===== src/cess_pkg.sv =====
`default_nettype none
package cess_pkg;

   // Coordinate width of points, eraser centre and the changed area
   localparam int COORD_WIDTH = 16;
   // Width of the stroke width register and of the squared radius
   localparam int SWW   = 12;
   localparam int RADW  = 32;

   // Coordinate differences and the shared multiplier
   localparam int DW    = COORD_WIDTH + 1;
   localparam int LW    = 33;
   localparam int PW    = 2 * LW;

   // Sums of two squares (unsigned) and of two signed products
   localparam int SQW   = 2 * COORD_WIDTH + 2;
   localparam int SGW   = 2 * COORD_WIDTH + 4;
   // Cross product magnitude, kept up to 64 bits
   localparam int CMW   = (SGW > 64) ? 64 : SGW;
   localparam int NLC   = (CMW + LW - 1) / LW;
   localparam int NLL   = (SQW + LW - 1) / LW;
   localparam int C2W   = 2 * CMW;
   localparam int RLW   = SQW + RADW;

   // Shared accumulator width
   localparam int MAXA  = (C2W > RLW) ? C2W : RLW;
   localparam int MAXB  = (MAXA > SGW) ? MAXA : SGW;
   localparam int ACCW  = ((MAXB > PW) ? MAXB : PW) + 1;

   // Limb counters and limb shift counts
   localparam int NLMAX = (NLC > NLL) ? NLC : NLL;
   localparam int LCW   = $clog2(NLMAX + 1);
   localparam int SHMAX = (2 * (NLC - 1) > NLL - 1) ? 2 * (NLC - 1) : NLL - 1;
   localparam int SHW   = $clog2(SHMAX + 2);

   // Widening of the area edges before saturation
   localparam int EXW   = ((COORD_WIDTH > SWW) ? COORD_WIDTH : SWW) + 2;

   // Stream and register port widths
   localparam int REQ_TDATA_W  = ((2 * COORD_WIDTH + 7) / 8) * 8;
   localparam int RSP_FIELDS_W = 4 + 4 * COORD_WIDTH;
   localparam int RSP_TDATA_W  = ((RSP_FIELDS_W + 7) / 8) * 8;
   localparam int CSR_IDX_W    = 2;
   localparam int CSR_DW       = 32;

   typedef enum logic [CSR_IDX_W-1:0] {
      CSR_CENTER_X     = 2'd0,
      CSR_CENTER_Y     = 2'd1,
      CSR_RADIUS_SQ    = 2'd2,
      CSR_STROKE_WIDTH = 2'd3
   } csr_index_type;

   typedef enum logic [3:0] {
      S_IDLE,
      S_DIFF,
      S_MUL,
      S_DRAIN,
      S_CHECK,
      S_SQ,
      S_RL,
      S_DRAIN2,
      S_CMP,
      S_DONE
   } seg_state_type;

   // Products of the first pass, in issue order
   typedef enum logic [3:0] {
      OP_D0X  = 4'd0,
      OP_D0Y  = 4'd1,
      OP_D1X  = 4'd2,
      OP_D1Y  = 4'd3,
      OP_L2X  = 4'd4,
      OP_L2Y  = 4'd5,
      OP_DOTX = 4'd6,
      OP_DOTY = 4'd7,
      OP_CRSA = 4'd8,
      OP_CRSB = 4'd9
   } mul_op_type;

   typedef enum logic [2:0] {
      ACC_D0,
      ACC_D1,
      ACC_L2,
      ACC_DOT,
      ACC_CROSS,
      ACC_C2,
      ACC_RL2
   } acc_target_type;

   typedef struct packed {
      acc_target_type   tgt;
      logic             set_acc;
      logic             neg;
      logic [SHW-1:0]   shift;
   } acc_tag_type;

   typedef struct packed {
      logic signed [COORD_WIDTH-1:0] cx;
      logic signed [COORD_WIDTH-1:0] cy;
      logic [RADW-1:0]               rsq;
      logic [SWW-1:0]                width;
   } cfg_type;

   typedef struct packed {
      logic signed [COORD_WIDTH-1:0] x;
      logic signed [COORD_WIDTH-1:0] y;
      logic                          first_point;
      logic                          last_point;
   } item_type;

   typedef struct packed {
      logic ready;
      logic done;
      logic hit;
   } seg_status_type;

   typedef struct packed {
      logic                          segment_valid;
      logic                          segment_hit;
      logic                          cut_before;
      logic                          resume_at;
      logic                          stroke_done;
      logic                          area_valid;
      logic signed [COORD_WIDTH-1:0] area_min_x;
      logic signed [COORD_WIDTH-1:0] area_min_y;
      logic signed [COORD_WIDTH-1:0] area_max_x;
      logic signed [COORD_WIDTH-1:0] area_max_y;
   } result_type;

endpackage
`default_nettype wire


===== src/cess_mul.sv =====
`default_nettype none
module cess_mul (
   input  logic                        clock,
   input  logic                        mul_en,
   input  logic [cess_pkg::LW-1:0]     mul_a,
   input  logic [cess_pkg::LW-1:0]     mul_b,
   output logic [cess_pkg::PW-1:0]     prod
);

   logic [cess_pkg::PW-1:0] prod_ff;
   logic [cess_pkg::PW-1:0] prod_in;

   // Unsigned product of two magnitudes
   assign prod_in = cess_pkg::PW'(mul_a) * cess_pkg::PW'(mul_b);

   // Register the product before it reaches the accumulator
   always_ff @(posedge clock) begin
      if (mul_en) begin
         prod_ff <= prod_in;
      end
   end

   assign prod = prod_ff;

endmodule
`default_nettype wire


===== src/cess_seg.sv =====
`default_nettype none
module cess_seg (
   input  logic                                   clock,
   input  logic                                   reset,
   input  logic                                   accept,
   input  cess_pkg::item_type                     item_in,
   input  cess_pkg::cfg_type                      cfg,
   input  logic signed [cess_pkg::COORD_WIDTH-1:0] prev_x,
   input  logic signed [cess_pkg::COORD_WIDTH-1:0] prev_y,
   input  logic                                   commit,
   output cess_pkg::item_type                     item,
   output cess_pkg::seg_status_type               status
);

   localparam int DW   = cess_pkg::DW;
   localparam int LW   = cess_pkg::LW;
   localparam int ACCW = cess_pkg::ACCW;
   localparam int LCW  = cess_pkg::LCW;
   localparam int SHW  = cess_pkg::SHW;

   cess_pkg::seg_state_type state_ff, state_in;
   cess_pkg::mul_op_type    op_ff, op_in;
   logic [LCW-1:0]          i_ff, i_in, j_ff, j_in;
   logic                    acc_v_ff;
   cess_pkg::acc_tag_type   tag_ff, tag_in;
   logic                    mul_en;
   logic [LW-1:0]           mul_a, mul_b;
   logic [cess_pkg::PW-1:0] prod;

   cess_pkg::item_type      item_ff;
   logic signed [DW-1:0]    dx0_ff, dy0_ff, dx1_ff, dy1_ff, lx_ff, ly_ff;
   logic [cess_pkg::SQW-1:0] d0_ff, d1_ff, l2_ff;
   logic signed [cess_pkg::SGW-1:0] dot_ff, cross_ff;
   logic [cess_pkg::C2W-1:0] c2_ff;
   logic [cess_pkg::RLW-1:0] rl2_ff;
   logic [cess_pkg::NLC*LW-1:0] cm_ff;
   logic                    hit_ff;

   logic signed [DW-1:0]    sa, sb;
   logic                    op_sub;
   logic [cess_pkg::NLL*LW-1:0] l2pad;
   logic [ACCW-1:0]         base, addend, sum;
   logic                    in0, in1, dot_pos, dot_lt, cross_big, early;
   logic [cess_pkg::SGW-1:0] cmag;
   logic                    sq_last_i, sq_last_j, rl_last;

   function automatic logic [DW-1:0] mag_of(input logic signed [DW-1:0] v);
      mag_of = v[DW-1] ? DW'(-v) : DW'(v);
   endfunction

   assign l2pad = (cess_pkg::NLL*LW)'(l2_ff);

   // Tests on the first-pass sums
   assign in0       = ACCW'(d0_ff) < ACCW'(cfg.rsq);
   assign in1       = ACCW'(d1_ff) < ACCW'(cfg.rsq);
   assign dot_pos   = !dot_ff[cess_pkg::SGW-1] && (dot_ff != '0);
   assign dot_lt    = ACCW'(dot_ff) < ACCW'(l2_ff);
   assign cmag      = cross_ff[cess_pkg::SGW-1] ? cess_pkg::SGW'(-cross_ff)
                                                : cess_pkg::SGW'(cross_ff);
   assign cross_big = |(cmag >> 64);
   assign early     = in0 || in1 || !(dot_pos && dot_lt) || cross_big;

   assign sq_last_i = (i_ff == LCW'(cess_pkg::NLC - 1));
   assign sq_last_j = (j_ff == LCW'(cess_pkg::NLC - 1));
   assign rl_last   = (i_ff == LCW'(cess_pkg::NLL - 1));

   // Sequencer: next state and counters
   always_comb begin
      state_in = state_ff;
      op_in    = cess_pkg::OP_D0X;
      i_in     = '0;
      j_in     = '0;
      case (state_ff)
         cess_pkg::S_IDLE: begin
            if (accept) begin
               state_in = item_in.first_point ? cess_pkg::S_DONE : cess_pkg::S_DIFF;
            end
         end
         cess_pkg::S_DIFF: begin
            state_in = cess_pkg::S_MUL;
         end
         cess_pkg::S_MUL: begin
            if (op_ff == cess_pkg::OP_CRSB) begin
               state_in = cess_pkg::S_DRAIN;
            end else begin
               op_in = cess_pkg::mul_op_type'(op_ff + 4'd1);
            end
         end
         cess_pkg::S_DRAIN: begin
            state_in = cess_pkg::S_CHECK;
         end
         cess_pkg::S_CHECK: begin
            state_in = early ? cess_pkg::S_DONE : cess_pkg::S_SQ;
         end
         cess_pkg::S_SQ: begin
            if (sq_last_j) begin
               if (sq_last_i) begin
                  state_in = cess_pkg::S_RL;
               end else begin
                  i_in = i_ff + 1'b1;
               end
            end else begin
               i_in = i_ff;
               j_in = j_ff + 1'b1;
            end
         end
         cess_pkg::S_RL: begin
            if (rl_last) begin
               state_in = cess_pkg::S_DRAIN2;
            end else begin
               i_in = i_ff + 1'b1;
            end
         end
         cess_pkg::S_DRAIN2: begin
            state_in = cess_pkg::S_CMP;
         end
         cess_pkg::S_CMP: begin
            state_in = cess_pkg::S_DONE;
         end
         cess_pkg::S_DONE: begin
            if (commit) begin
               state_in = cess_pkg::S_IDLE;
            end
         end
         default: begin
            state_in = cess_pkg::S_IDLE;
         end
      endcase
   end

   // First-pass operand table
   always_comb begin
      sa         = dx0_ff;
      sb         = dx0_ff;
      op_sub     = 1'b0;
      tag_in.tgt = cess_pkg::ACC_D0;
      case (op_ff)
         cess_pkg::OP_D0X:  begin sa = dx0_ff; sb = dx0_ff; tag_in.tgt = cess_pkg::ACC_D0; end
         cess_pkg::OP_D0Y:  begin sa = dy0_ff; sb = dy0_ff; tag_in.tgt = cess_pkg::ACC_D0; end
         cess_pkg::OP_D1X:  begin sa = dx1_ff; sb = dx1_ff; tag_in.tgt = cess_pkg::ACC_D1; end
         cess_pkg::OP_D1Y:  begin sa = dy1_ff; sb = dy1_ff; tag_in.tgt = cess_pkg::ACC_D1; end
         cess_pkg::OP_L2X:  begin sa = lx_ff;  sb = lx_ff;  tag_in.tgt = cess_pkg::ACC_L2; end
         cess_pkg::OP_L2Y:  begin sa = ly_ff;  sb = ly_ff;  tag_in.tgt = cess_pkg::ACC_L2; end
         cess_pkg::OP_DOTX: begin sa = lx_ff;  sb = dx0_ff; tag_in.tgt = cess_pkg::ACC_DOT; end
         cess_pkg::OP_DOTY: begin sa = ly_ff;  sb = dy0_ff; tag_in.tgt = cess_pkg::ACC_DOT; end
         cess_pkg::OP_CRSA: begin sa = lx_ff;  sb = dy0_ff; tag_in.tgt = cess_pkg::ACC_CROSS; end
         cess_pkg::OP_CRSB: begin
            sa         = ly_ff;
            sb         = dx0_ff;
            op_sub     = 1'b1;
            tag_in.tgt = cess_pkg::ACC_CROSS;
         end
         default: begin
            sa = dx0_ff;
         end
      endcase

      // Issue one product per cycle to the shared multiplier
      mul_en         = 1'b0;
      mul_a          = LW'(mag_of(sa));
      mul_b          = LW'(mag_of(sb));
      tag_in.set_acc = !op_ff[0];
      tag_in.neg     = sa[DW-1] ^ sb[DW-1] ^ op_sub;
      tag_in.shift   = '0;
      case (state_ff)
         cess_pkg::S_MUL: begin
            mul_en = 1'b1;
         end
         cess_pkg::S_SQ: begin
            mul_en         = 1'b1;
            mul_a          = cm_ff[i_ff*LW +: LW];
            mul_b          = cm_ff[j_ff*LW +: LW];
            tag_in.tgt     = cess_pkg::ACC_C2;
            tag_in.set_acc = (i_ff == '0) && (j_ff == '0);
            tag_in.neg     = 1'b0;
            tag_in.shift   = SHW'(i_ff) + SHW'(j_ff);
         end
         cess_pkg::S_RL: begin
            mul_en         = 1'b1;
            mul_a          = l2pad[i_ff*LW +: LW];
            mul_b          = LW'(cfg.rsq);
            tag_in.tgt     = cess_pkg::ACC_RL2;
            tag_in.set_acc = (i_ff == '0);
            tag_in.neg     = 1'b0;
            tag_in.shift   = SHW'(i_ff);
         end
         default: begin
            mul_en = 1'b0;
         end
      endcase
   end

   cess_mul u_mul (
      .clock  (clock),
      .mul_en (mul_en),
      .mul_a  (mul_a),
      .mul_b  (mul_b),
      .prod   (prod)
   );

   // Shared accumulator: add or subtract the shifted product
   always_comb begin
      case (tag_ff.tgt)
         cess_pkg::ACC_D0:    base = ACCW'(d0_ff);
         cess_pkg::ACC_D1:    base = ACCW'(d1_ff);
         cess_pkg::ACC_L2:    base = ACCW'(l2_ff);
         cess_pkg::ACC_DOT:   base = ACCW'(dot_ff);
         cess_pkg::ACC_CROSS: base = ACCW'(cross_ff);
         cess_pkg::ACC_C2:    base = ACCW'(c2_ff);
         cess_pkg::ACC_RL2:   base = ACCW'(rl2_ff);
         default:             base = '0;
      endcase
      if (tag_ff.set_acc) begin
         base = '0;
      end
      addend = ACCW'(prod) << (LW * tag_ff.shift);
      sum    = tag_ff.neg ? base - addend : base + addend;
   end

   // Control state
   always_ff @(posedge clock) begin
      if (reset) begin
         state_ff <= cess_pkg::S_IDLE;
         op_ff    <= cess_pkg::OP_D0X;
         i_ff     <= '0;
         j_ff     <= '0;
         acc_v_ff <= 1'b0;
      end else begin
         state_ff <= state_in;
         op_ff    <= op_in;
         i_ff     <= i_in;
         j_ff     <= j_in;
         acc_v_ff <= mul_en;
      end
   end

   // Datapath registers
   always_ff @(posedge clock) begin
      if (mul_en) begin
         tag_ff <= tag_in;
      end
      if (accept) begin
         item_ff <= item_in;
         hit_ff  <= 1'b0;
      end
      if (state_ff == cess_pkg::S_DIFF) begin
         dx0_ff <= DW'(cfg.cx) - DW'(prev_x);
         dy0_ff <= DW'(cfg.cy) - DW'(prev_y);
         dx1_ff <= DW'(cfg.cx) - DW'(item_ff.x);
         dy1_ff <= DW'(cfg.cy) - DW'(item_ff.y);
         lx_ff  <= DW'(item_ff.x) - DW'(prev_x);
         ly_ff  <= DW'(item_ff.y) - DW'(prev_y);
      end
      if (acc_v_ff) begin
         case (tag_ff.tgt)
            cess_pkg::ACC_D0:    d0_ff    <= sum[cess_pkg::SQW-1:0];
            cess_pkg::ACC_D1:    d1_ff    <= sum[cess_pkg::SQW-1:0];
            cess_pkg::ACC_L2:    l2_ff    <= sum[cess_pkg::SQW-1:0];
            cess_pkg::ACC_DOT:   dot_ff   <= signed'(sum[cess_pkg::SGW-1:0]);
            cess_pkg::ACC_CROSS: cross_ff <= signed'(sum[cess_pkg::SGW-1:0]);
            cess_pkg::ACC_C2:    c2_ff    <= sum[cess_pkg::C2W-1:0];
            cess_pkg::ACC_RL2:   rl2_ff   <= sum[cess_pkg::RLW-1:0];
            default:             d0_ff    <= d0_ff;
         endcase
      end
      if (state_ff == cess_pkg::S_CHECK) begin
         hit_ff <= in0 || in1;
         cm_ff  <= (cess_pkg::NLC*LW)'(cmag);
      end
      if (state_ff == cess_pkg::S_CMP) begin
         hit_ff <= ACCW'(c2_ff) < ACCW'(rl2_ff);
      end
   end

   assign item         = item_ff;
   assign status.ready = (state_ff == cess_pkg::S_IDLE);
   assign status.done  = (state_ff == cess_pkg::S_DONE);
   assign status.hit   = hit_ff;

endmodule
`default_nettype wire


===== src/cess_box.sv =====
`default_nettype none
module cess_box (
   input  logic                                    clock,
   input  logic                                    reset,
   input  logic                                    commit,
   input  cess_pkg::item_type                      item,
   input  cess_pkg::seg_status_type                status,
   input  logic [cess_pkg::SWW-1:0]                stroke_width,
   output logic signed [cess_pkg::COORD_WIDTH-1:0] prev_x,
   output logic signed [cess_pkg::COORD_WIDTH-1:0] prev_y,
   output cess_pkg::result_type                    result
);

   localparam int W   = cess_pkg::COORD_WIDTH;
   localparam int EXW = cess_pkg::EXW;
   localparam logic signed [EXW-1:0] CMAX = {{(EXW-W+1){1'b0}}, {(W-1){1'b1}}};
   localparam logic signed [EXW-1:0] CMIN = {{(EXW-W+1){1'b1}}, {(W-1){1'b0}}};

   logic signed [W-1:0] prev_x_ff, prev_y_ff;
   logic                erasing_ff, box_valid_ff;
   logic signed [W-1:0] min_x_ff, min_y_ff, max_x_ff, max_y_ff;

   logic                seg_valid, hit, box_valid_new;
   logic signed [W-1:0] lo_x, lo_y, hi_x, hi_y;
   logic signed [W-1:0] nmin_x, nmin_y, nmax_x, nmax_y;
   logic signed [W-1:0] amin_x, amin_y, amax_x, amax_y;
   logic signed [EXW-1:0] wext;

   function automatic logic signed [W-1:0] min2(input logic signed [W-1:0] a,
                                                input logic signed [W-1:0] b);
      min2 = (a < b) ? a : b;
   endfunction

   function automatic logic signed [W-1:0] max2(input logic signed [W-1:0] a,
                                                input logic signed [W-1:0] b);
      max2 = (a > b) ? a : b;
   endfunction

   function automatic logic signed [W-1:0] sat(input logic signed [EXW-1:0] v);
      if (v > CMAX) begin
         sat = CMAX[W-1:0];
      end else if (v < CMIN) begin
         sat = CMIN[W-1:0];
      end else begin
         sat = v[W-1:0];
      end
   endfunction

   assign seg_valid = !item.first_point;
   assign hit       = seg_valid && status.hit;

   // Grow the hit box by both segment ends
   assign lo_x   = min2(prev_x_ff, item.x);
   assign lo_y   = min2(prev_y_ff, item.y);
   assign hi_x   = max2(prev_x_ff, item.x);
   assign hi_y   = max2(prev_y_ff, item.y);
   assign nmin_x = box_valid_ff ? min2(min_x_ff, lo_x) : lo_x;
   assign nmin_y = box_valid_ff ? min2(min_y_ff, lo_y) : lo_y;
   assign nmax_x = box_valid_ff ? max2(max_x_ff, hi_x) : hi_x;
   assign nmax_y = box_valid_ff ? max2(max_y_ff, hi_y) : hi_y;

   assign box_valid_new = seg_valid && (hit || box_valid_ff);
   assign amin_x = hit ? nmin_x : min_x_ff;
   assign amin_y = hit ? nmin_y : min_y_ff;
   assign amax_x = hit ? nmax_x : max_x_ff;
   assign amax_y = hit ? nmax_y : max_y_ff;
   assign wext   = signed'(EXW'(stroke_width));

   // Form the result for the current point
   always_comb begin
      result.segment_valid = seg_valid;
      result.segment_hit   = hit;
      result.cut_before    = hit && !erasing_ff;
      result.resume_at     = seg_valid && !hit && erasing_ff;
      result.stroke_done   = item.last_point;
      result.area_valid    = item.last_point && box_valid_new;
      result.area_min_x    = '0;
      result.area_min_y    = '0;
      result.area_max_x    = '0;
      result.area_max_y    = '0;
      if (result.area_valid) begin
         result.area_min_x = sat(EXW'(amin_x) - wext);
         result.area_min_y = sat(EXW'(amin_y) - wext);
         result.area_max_x = sat(EXW'(amax_x) + wext);
         result.area_max_y = sat(EXW'(amax_y) + wext);
      end
   end

   // Piece and area state, advanced when the result is taken into the output register
   always_ff @(posedge clock) begin
      if (reset) begin
         prev_x_ff    <= '0;
         prev_y_ff    <= '0;
         erasing_ff   <= 1'b0;
         box_valid_ff <= 1'b0;
      end else if (commit) begin
         prev_x_ff    <= item.x;
         prev_y_ff    <= item.y;
         erasing_ff   <= hit && !item.last_point;
         box_valid_ff <= box_valid_new && !item.last_point;
      end
   end

   always_ff @(posedge clock) begin
      if (commit && hit) begin
         min_x_ff <= nmin_x;
         min_y_ff <= nmin_y;
         max_x_ff <= nmax_x;
         max_y_ff <= nmax_y;
      end
   end

   assign prev_x = prev_x_ff;
   assign prev_y = prev_y_ff;

endmodule
`default_nettype wire


===== src/circle_eraser_stroke_splitter.sv =====
// Channel   Direction  Transfer condition       Contents
// req_*     in         req_tvalid & req_tready  one stroke point
// rsp_*     out        rsp_tvalid & rsp_tready  one segment / stroke result
// csr_*     in         csr_we                   eraser and stroke registers
//
// A point whose segment the first-pass tests settle needs no cross-product
// test; otherwise the cross-product test adds four limb squares and two limb
// products. A first point goes straight from transfer to its result. Every
// product is formed by the single 33x33 multiplier that they all share.
// Reset is synchronous and needs no clearing pass. A result waiting on
// rsp_tready does not block the next point; only its own finish stalls.
`default_nettype none
module circle_eraser_stroke_splitter (
   input  logic                                clock,
   input  logic                                reset,
   // point_x, point_y
   input  logic [cess_pkg::REQ_TDATA_W-1:0]    req_tdata,
   // first_point
   input  logic                                req_tuser,
   input  logic                                req_tlast,
   input  logic                                req_tvalid,
   output logic                                req_tready,
   // segment_hit, cut_before, resume_at, area_valid,
   // area_min_x, area_min_y, area_max_x, area_max_y
   output logic [cess_pkg::RSP_TDATA_W-1:0]    rsp_tdata,
   // segment_valid
   output logic                                rsp_tuser,
   output logic                                rsp_tlast,
   output logic                                rsp_tvalid,
   input  logic                                rsp_tready,
   input  logic                                csr_we,
   input  logic [cess_pkg::CSR_IDX_W-1:0]      csr_index,
   input  logic [cess_pkg::CSR_DW-1:0]         csr_wdata
);

   localparam int W = cess_pkg::COORD_WIDTH;

   cess_pkg::cfg_type        cfg_ff;
   cess_pkg::item_type       item_in, item;
   cess_pkg::seg_status_type status;
   cess_pkg::result_type     result, res_ff;
   logic                     rsp_valid_ff, rsp_valid_in;
   logic                     accept, commit;
   logic signed [W-1:0]      prev_x, prev_y;

   // Register writes
   always_ff @(posedge clock) begin
      if (reset) begin
         cfg_ff <= '0;
      end else if (csr_we) begin
         case (cess_pkg::csr_index_type'(csr_index))
            cess_pkg::CSR_CENTER_X:     cfg_ff.cx    <= signed'(csr_wdata[W-1:0]);
            cess_pkg::CSR_CENTER_Y:     cfg_ff.cy    <= signed'(csr_wdata[W-1:0]);
            cess_pkg::CSR_RADIUS_SQ:    cfg_ff.rsq   <= csr_wdata[cess_pkg::RADW-1:0];
            cess_pkg::CSR_STROKE_WIDTH: cfg_ff.width <= csr_wdata[cess_pkg::SWW-1:0];
            default:                    cfg_ff       <= cfg_ff;
         endcase
      end
   end

   assign item_in.x           = signed'(req_tdata[W-1:0]);
   assign item_in.y           = signed'(req_tdata[2*W-1:W]);
   assign item_in.first_point = req_tuser;
   assign item_in.last_point  = req_tlast;

   assign req_tready = status.ready;
   assign accept     = req_tvalid && status.ready;
   assign commit     = status.done && (!rsp_valid_ff || rsp_tready);

   cess_seg u_seg (
      .clock   (clock),
      .reset   (reset),
      .accept  (accept),
      .item_in (item_in),
      .cfg     (cfg_ff),
      .prev_x  (prev_x),
      .prev_y  (prev_y),
      .commit  (commit),
      .item    (item),
      .status  (status)
   );

   cess_box u_box (
      .clock        (clock),
      .reset        (reset),
      .commit       (commit),
      .item         (item),
      .status       (status),
      .stroke_width (cfg_ff.width),
      .prev_x       (prev_x),
      .prev_y       (prev_y),
      .result       (result)
   );

   // Output register: hold until transferred
   assign rsp_valid_in = commit || (rsp_valid_ff && !rsp_tready);

   always_ff @(posedge clock) begin
      if (reset) begin
         rsp_valid_ff <= 1'b0;
      end else begin
         rsp_valid_ff <= rsp_valid_in;
      end
   end

   always_ff @(posedge clock) begin
      if (commit) begin
         res_ff <= result;
      end
   end

   assign rsp_tvalid = rsp_valid_ff;
   assign rsp_tuser  = res_ff.segment_valid;
   assign rsp_tlast  = res_ff.stroke_done;
   assign rsp_tdata  = cess_pkg::RSP_TDATA_W'({res_ff.area_max_y, res_ff.area_max_x,
                                               res_ff.area_min_y, res_ff.area_min_x,
                                               res_ff.area_valid, res_ff.resume_at,
                                               res_ff.cut_before, res_ff.segment_hit});

endmodule
`default_nettype wire


===== config.mk =====
export PLATFORM = sky130hd
export DESIGN_NAME = circle_eraser_stroke_splitter
export DESIGN_NICKNAME = d
export VERILOG_FILES = /design/src/cess_pkg.sv /design/src/cess_mul.sv /design/src/cess_seg.sv /design/src/cess_box.sv /design/src/circle_eraser_stroke_splitter.sv
export SDC_FILE = /design/constraint.sdc
export NUM_CORES = 2
export LEC_CHECK = 0
export BUFFER_PORTS_ARGS = -buffer_cell sky130_fd_sc_hd__buf_2
export CAP_MARGIN = 20
export CORE_ASPECT_RATIO = 1.75
export CORE_MARGIN = 1.5
export CORE_UTILIZATION = 35
export CTS_CLUSTER_SIZE = 28
export DETAILED_ROUTE_END_ITERATION = 8
export GPL_ROUTABILITY_DRIVEN = 0
export PLACE_DENSITY = 0.52
export SLEW_MARGIN = 20
export SYNTH_ARGS = -nofsm -noshare
export SYNTH_HDL_FRONTEND = slang
export SYNTH_SLANG_ARGS = --single-unit

===== constraint.sdc =====
create_clock -name clock -period 17.21 [get_ports clock]
set_input_delay 0 -clock clock [delete_from_list [all_inputs] [get_ports clock]]
set_output_delay 0 -clock clock [all_outputs]
set_load 0.02 [all_outputs]

# Word-level counts from Yosys, hierarchy flattened
# Index checks and enable logic that the tools add are counted.
dict set report totals {
  regBits 816
  out_inout_bits 76
  in_bits 73
  wordCells 259
}
dict set report op_classes {
  reduce_logical 62
  n_lt_le_gt_ge 20
  n_addsub 19
  eq_ne 35
  multipliers 4
  n_mux 53
  n_shift 4
  bitwise_logic 5
}
# op count
set op_table {}
lappend op_table {{$pmux 72 s7} 1}
lappend op_table {{$mux 16} 20}
lappend op_table {{$shiftx 66x9->33} 3}
lappend op_table {{$pmux 17 s5} 2}
lappend op_table {{$mux 72} 2}
lappend op_table {{$pmux 33 s2} 2}
lappend op_table {{$sub 16x16->17} 6}
lappend op_table {{$lt 73x34->1} 1}
lappend op_table {{$add 72x72->72} 1}
lappend op_table {{$gt 18x16->1 const B} 4}
lappend op_table {{$lt 18x16->1 const B} 4}
lappend op_table {{$lt 72x66->1} 1}
lappend op_table {{$shl 66x8->72} 1}
lappend op_table {{$sub 72x72->72} 1}
lappend op_table {{$lt 34x32->1} 2}
lappend op_table {{$mul 33x33->66} 1}
lappend op_table {{$gt 16x16->1} 4}
lappend op_table {{$lt 16x16->1} 4}
lappend op_table {{$mux 15} 4}
lappend op_table {{$pmux 4 s10} 1}
lappend op_table {{$neg 36->36} 1}
lappend op_table {{$reduce_bool 36->1} 1}
lappend op_table {{$mux 35} 1}
lappend op_table {{$add 16x13->17} 2}
lappend op_table {{other kinds (37)} 132}

# Logic depth before layout (Yosys ltp)
dict set report logic_depth {
  word_depth 10
  mapped_depth 50
}

# Cells and area by module
# From an unflattened synthesis, not the netlist that was laid out.
dict set report hier_totals {
  hier_cells 9564
  hier_area_um2 90269.1
}
# mod n_inst area_each_um2 cells_each
set modules_own_cells {}
lappend modules_own_cells {cess_mul 1 37597.3 4116}
lappend modules_own_cells {cess_seg 1 36762.8 3831}
lappend modules_own_cells {cess_box 1 10608.9 1250}
lappend modules_own_cells {circle_eraser_stroke_splitter 1 5300.1 367}

# Least setup slack after synthesis
# Ideal clock, no wire load.
dict set report synth_path {
  path_type {register to register}
  start {reg u_seg.op_ff[0]}
  end {reg u_seg.u_mul.prod_ff (netlist bit u_seg.u_mul.prod[65]) (data pin)}
  n_path_buf 4
  arrival_time_ps 10210
  path_stages_with_launch 45
  path_slack_ps 6734
  synth_period_minus_slack_ps 10476
  cell_sequence {dfxtp_1 -> inv_1 -> ha_1 -> buf_4 -> buf_4 -> o21ai_1 -> a22o_1 -> buf_2 -> a222oi_1 -> nand2_1 -> or4_1 -> nor2b_2 -> a41oi_1 -> xnor2_1 -> a21oi_1 -> buf_2 -> nor2_1 -> fa_1 -> [... 9 more ...] -> fa_1 -> inv_1 -> fa_1 -> inv_1 -> fa_1 -> inv_1 -> ha_1 -> a21oi_1 -> a21oi_1 -> a311oi_1 -> or3_1 -> a31oi_1 -> a2111oi_0 -> nor3_1 -> a21o_1 -> or3_1 -> a221oi_1 -> xnor2_1}
}
dict set report synth_via {
  elab_chain_cells 7
}
# item line
set synth_lines {}
lappend synth_lines {{start, declared} cess_seg.sv:22} ;# cess_pkg::mul_op_type op_ff, op_in;
lappend synth_lines {{start signal, assigned} cess_seg.sv:224} ;# op_ff <= cess_pkg::OP_D0X;
lappend synth_lines {{start signal, assigned} cess_seg.sv:230} ;# op_ff <= op_in;
lappend synth_lines {{$eq 4x3->1, or another cell as far along} cess_seg.sv:137} ;# case (op_ff)
lappend synth_lines {{$reduce_or 3->1 (no line)} n/a}
lappend synth_lines {{$pmux 17 s5} cess_seg.sv:137}
lappend synth_lines {{$neg 17->17} cess_seg.sv:48} ;# mag_of = v[DW-1] ? DW'(-v) : DW'(v);
lappend synth_lines {{$mux 17} cess_seg.sv:48}
lappend synth_lines {{$pmux 33 s2} cess_seg.sv:165} ;# case (state_ff)
lappend synth_lines {{$mul 33x33->66 *} cess_mul.sv:14} ;# assign prod_in = cess_pkg::PW'(mul_a) * cess_pkg::PW'(mul_b);
lappend synth_lines {{named net u_seg.u_mul.prod_in (one bit)} cess_mul.sv:11} ;# logic [cess_pkg::PW-1:0] prod_in;
lappend synth_lines {{end signal, assigned} cess_mul.sv:19} ;# prod_ff <= prod_in;
lappend synth_lines {{end, declared} cess_mul.sv:10} ;# logic [cess_pkg::PW-1:0] prod_ff;
# Mark *: on every way through the listed nets, which the timed path passes. The rest lies on a longest branch.
# A chain may end at the register's enable or synchronous reset.

# Worst setup path after layout
# Ends and elaborated chain as after synthesis.

==> results.md <==
* Status: complete, no violations
* Worst-path fanout max at 30
* Root buffer cell: clkbuf_16
* Crit path buffers/inverters at 12
* Post-Syn Area at 87270 sq um
* Initial Util at 35.19%
* Post-route setup TNS at 0 ns
* Tmin final at 12.71 ns
* Syn_area_per_cell at 9.216 sq um
* Clock transition at path regs at 0.06 ns
* Startpoint Class: flop
* Layout Skew at 0.04718 ns
* Setup violations, final at 0
* Cells after Synth at 9470
* Yosys Warn Count at 0
* Fraction of synthesized area in multiplexers at 1.917%
* Worst slack, placed at 4.611 ns
* Fmax at 78.68 MHz
* #FFs+latches synth at 816
* Worst slew pin tran at 1.276 ns
* Largest net degree at the start of global routing at 73
* Layout cells sized above 1 at 6.970%
* # rows at 242
* Initial antenna violation count at 18
* First-pass GRT wire length at 514.0 mm
* Die Wd at 380.5 microns
* Via count at 71880
* Setup CP Type: reg2reg
* Post-synthesis xor/xnor area fraction at 3.491%
* Routed length per instance at 27.54 microns
* Number of synthesized flops with an enable pin at 692
* Seq/Total Area, Yosys at 26.65%
* Slowest-stage cell, CP: ha_1
* Total of max-cap violations at 0
* Post-synthesis simple-gate area fraction at 14.19%
* Largest stage delay, worst path at 0.87 ns
* Arr. time, crit path at 13.17 ns
* Clk buf depth at 3
* PortBufs at 144
* Area grow syn2layout at 10.17%
* Most common cell on crit path: inv_1
* FF-to-FF Start: u_seg.op_ff[0]
* Critical path's top delay family: adder cells
* Gr ovfl total at 0
* Clock Latency Late Sink at 0.73 ns
* Reg-to-Reg End: u_seg.u_mul.prod[65]
* CTS tree: yes
* Yosys cell types at 112
* Synth async-reset ratio at 0%
* # H-tree levels at 3
* RSZ-0062 raised after global routing: false
* Max-slew headroom at 14.94%
* Critical Path Source: u_seg.op_ff[0]
* Pins Over Slew Limit at 0
* Hold Crit Depth at 2
* Main combinational cell family by area after synthesis: adder cells
* IO Pins at 149
* CTS sink count at 816
* Compound-Gate Fraction of Synth Area at 13.19%
* R2R Setup Slk at 4.50 ns
* Die Y at 663.6 microns
* # DRC at 0
* CP Depth at 45
* Post-DRT Antenna Nets at 0
* Vias in the first global route at 76020
* Critical Path Sink: u_seg.u_mul.prod[65]
* Post-synthesis adder-cell area fraction at 32.48%
* Main synth FF type: edfxtp_1
* Final Hold Violating Endpoints at 0
* Via density at 5.554
* Total global-route track usage at 27.93%
* Crit share post-route at 73.85%
* Post-route setup slack at 4.500 ns
* Critical Path RT at 17.67 ns
* Num CTS Buffers at 88
* 1st-iter DRT viols at 5392
* Drt first pass iters at 6
* Placeable Area at 248000 sq um
* R2R depth at 45
* DIE AREA at 252500 sq um
* Hold Path Class: in2reg
* Post_cts resized at 0
* CP endpoint kind: flop
* Layout net count at 11330
* DPL Wire Length at 278.2 mm
* DRT Wirelength at 356.4 mm
-- cell families after synthesis --
kind of cell             count (synthesis)
XOR/XNOR                               347
AO/OA/AOI/OAI                         1802
AND/OR/NAND/NOR                       2833
other                                    1
buffers and inverters                 1837
adder cells (fa/ha/maj)               1684
flip-flops                             816
multiplexers                           150
-- synthesized netlist by cell type, drive strengths merged (35+ instances only) --
cell	instances	area (sq um)
mux2i	88	884.6
a31oi	56	365.3
dfxtp	124	2482
o21a	45	337.8
nand2b	118	745.7
clkbuf	314	1179
a22oi	149	1119
nor3	96	501.7
o21ai	307	1559
a21oi	645	3239
and3	35	224.0
fa	969	19400
a211oi	41	307.8
xor2	102	893.4
nor2b	89	559.3
and2	49	306.5
nand2	1084	4074
nand3	74	380.4
ha	715	8946
inv	1414	5308
buf	107	551.8
nand4	73	456.7
nor2	1055	3963
o21bai	40	300.3
mux2	54	608.1
edfxtp	692	20780
xnor2	245	2153
a21o	182	1366
o22ai	41	256.5
-- cell type report --
class                      instances  area [sq um]
clock buffer                     110          2357
tap                             3294          4121
fill                           24690        151800
clock inverter                    52         543.0
sequential                       816         23260
timing repair buffer             427          3115
inverter                        1416          5318
antenna                            7         17.52
multi-input combinational       6820         57410
-- registers in the layout, summed over array words and instances, names as in the netlist, 34 cells and up --
signal            flops
u_seg.d0_ff          34
u_seg.l2_ff          34
u_seg.d1_ff          34
u_seg.item           34
rsp_tdata            68
u_seg.u_mul.prod     66
u_seg.c2_ff          72
u_seg.cm_ff          36
u_seg.dot_ff         36
u_seg.rl2_ff         66
u_seg.cross_ff       36
cfg_ff               76
-- layer usage --
layer / track usage [%] / wire (microns)
met5: 0 / 43
met4: 26.77 / 42770
met3: 4.749 / 21950
met2: 49.83 / 177600
met1: 27.00 / 114000
-- worst min path at each step --
stage / startpoint / end / slack, ns
final: req_tdata[7] / u_seg.item[25] / 0.04
after global routing: req_tdata[2] / u_seg.item[20] / 0.03
after CTS: req_tdata[4] / u_seg.item[22] / 0.01
after detailed placement: req_tdata[16] / u_seg.item[2] / 0.18
after global placement: req_tdata[31] / u_seg.item[17] / 0.18
after floorplan: req_tlast / u_seg.item[0] / 0.1
-- per-stage QoR --
step                      util, %  instances  hold slack [ns]  instance area, sq um
after floorplan                 -       9473          0.09887                 87290
after detailed placement    37.15      12660           0.1787                 92120
after CTS                   38.75      12930          0.01207                 96100
after global placement      37.14      12660           0.1770                 92100
after global routing        38.77      12940          0.02755                 96140
final                       38.77      12940          0.03662                 96150
-- repair_timing --
item,4_1_cts,5_1_grt
hold buffers,108,0
hold endpoints to repair,135,0
setup buffers,0,0
-- cells in the final DEF, fill, tap and decap left out, types with 33 or more instances in the layout --
| cell | netlist | routed |
|---|---|---|
| nor2_1 | 1054 | 1049 |
| buf_2 | 48 | 144 |
| nand2_1 | 1082 | 1079 |
| xnor2_1 | 244 | 243 |
| dlygate4sd3_1 | 0 | 108 |
| ha_1 | 715 | 715 |
| xor2_1 | 102 | 101 |
| mux2_2 | 54 | 54 |
| o21bai_1 | 40 | 40 |
| o22ai_1 | 41 | 38 |
| a211oi_1 | 41 | 40 |
| a22oi_1 | 149 | 145 |
| a21o_1 | 182 | 182 |
| fa_1 | 969 | 969 |
| buf_4 | 22 | 175 |
| nor2b_1 | 88 | 87 |
| nand3_1 | 72 | 72 |
| mux2i_1 | 87 | 86 |
| a31oi_1 | 55 | 54 |
| clkbuf_16 | 0 | 90 |
| o21ai_0 | 273 | 269 |
| o21a_1 | 45 | 45 |
| nor3_1 | 93 | 88 |
| or3_1 | 33 | 33 |
| nand4_1 | 73 | 73 |
| dfxtp_1 | 124 | 124 |
| a21oi_1 | 642 | 626 |
| inv_1 | 1414 | 1414 |
| nand2b_1 | 117 | 117 |
| and2_1 | 49 | 43 |
| edfxtp_1 | 692 | 692 |
Power is left out: the tool's default activity adds up to more than one toggle a clock period on the data nets, which glitch-free logic cannot reach.
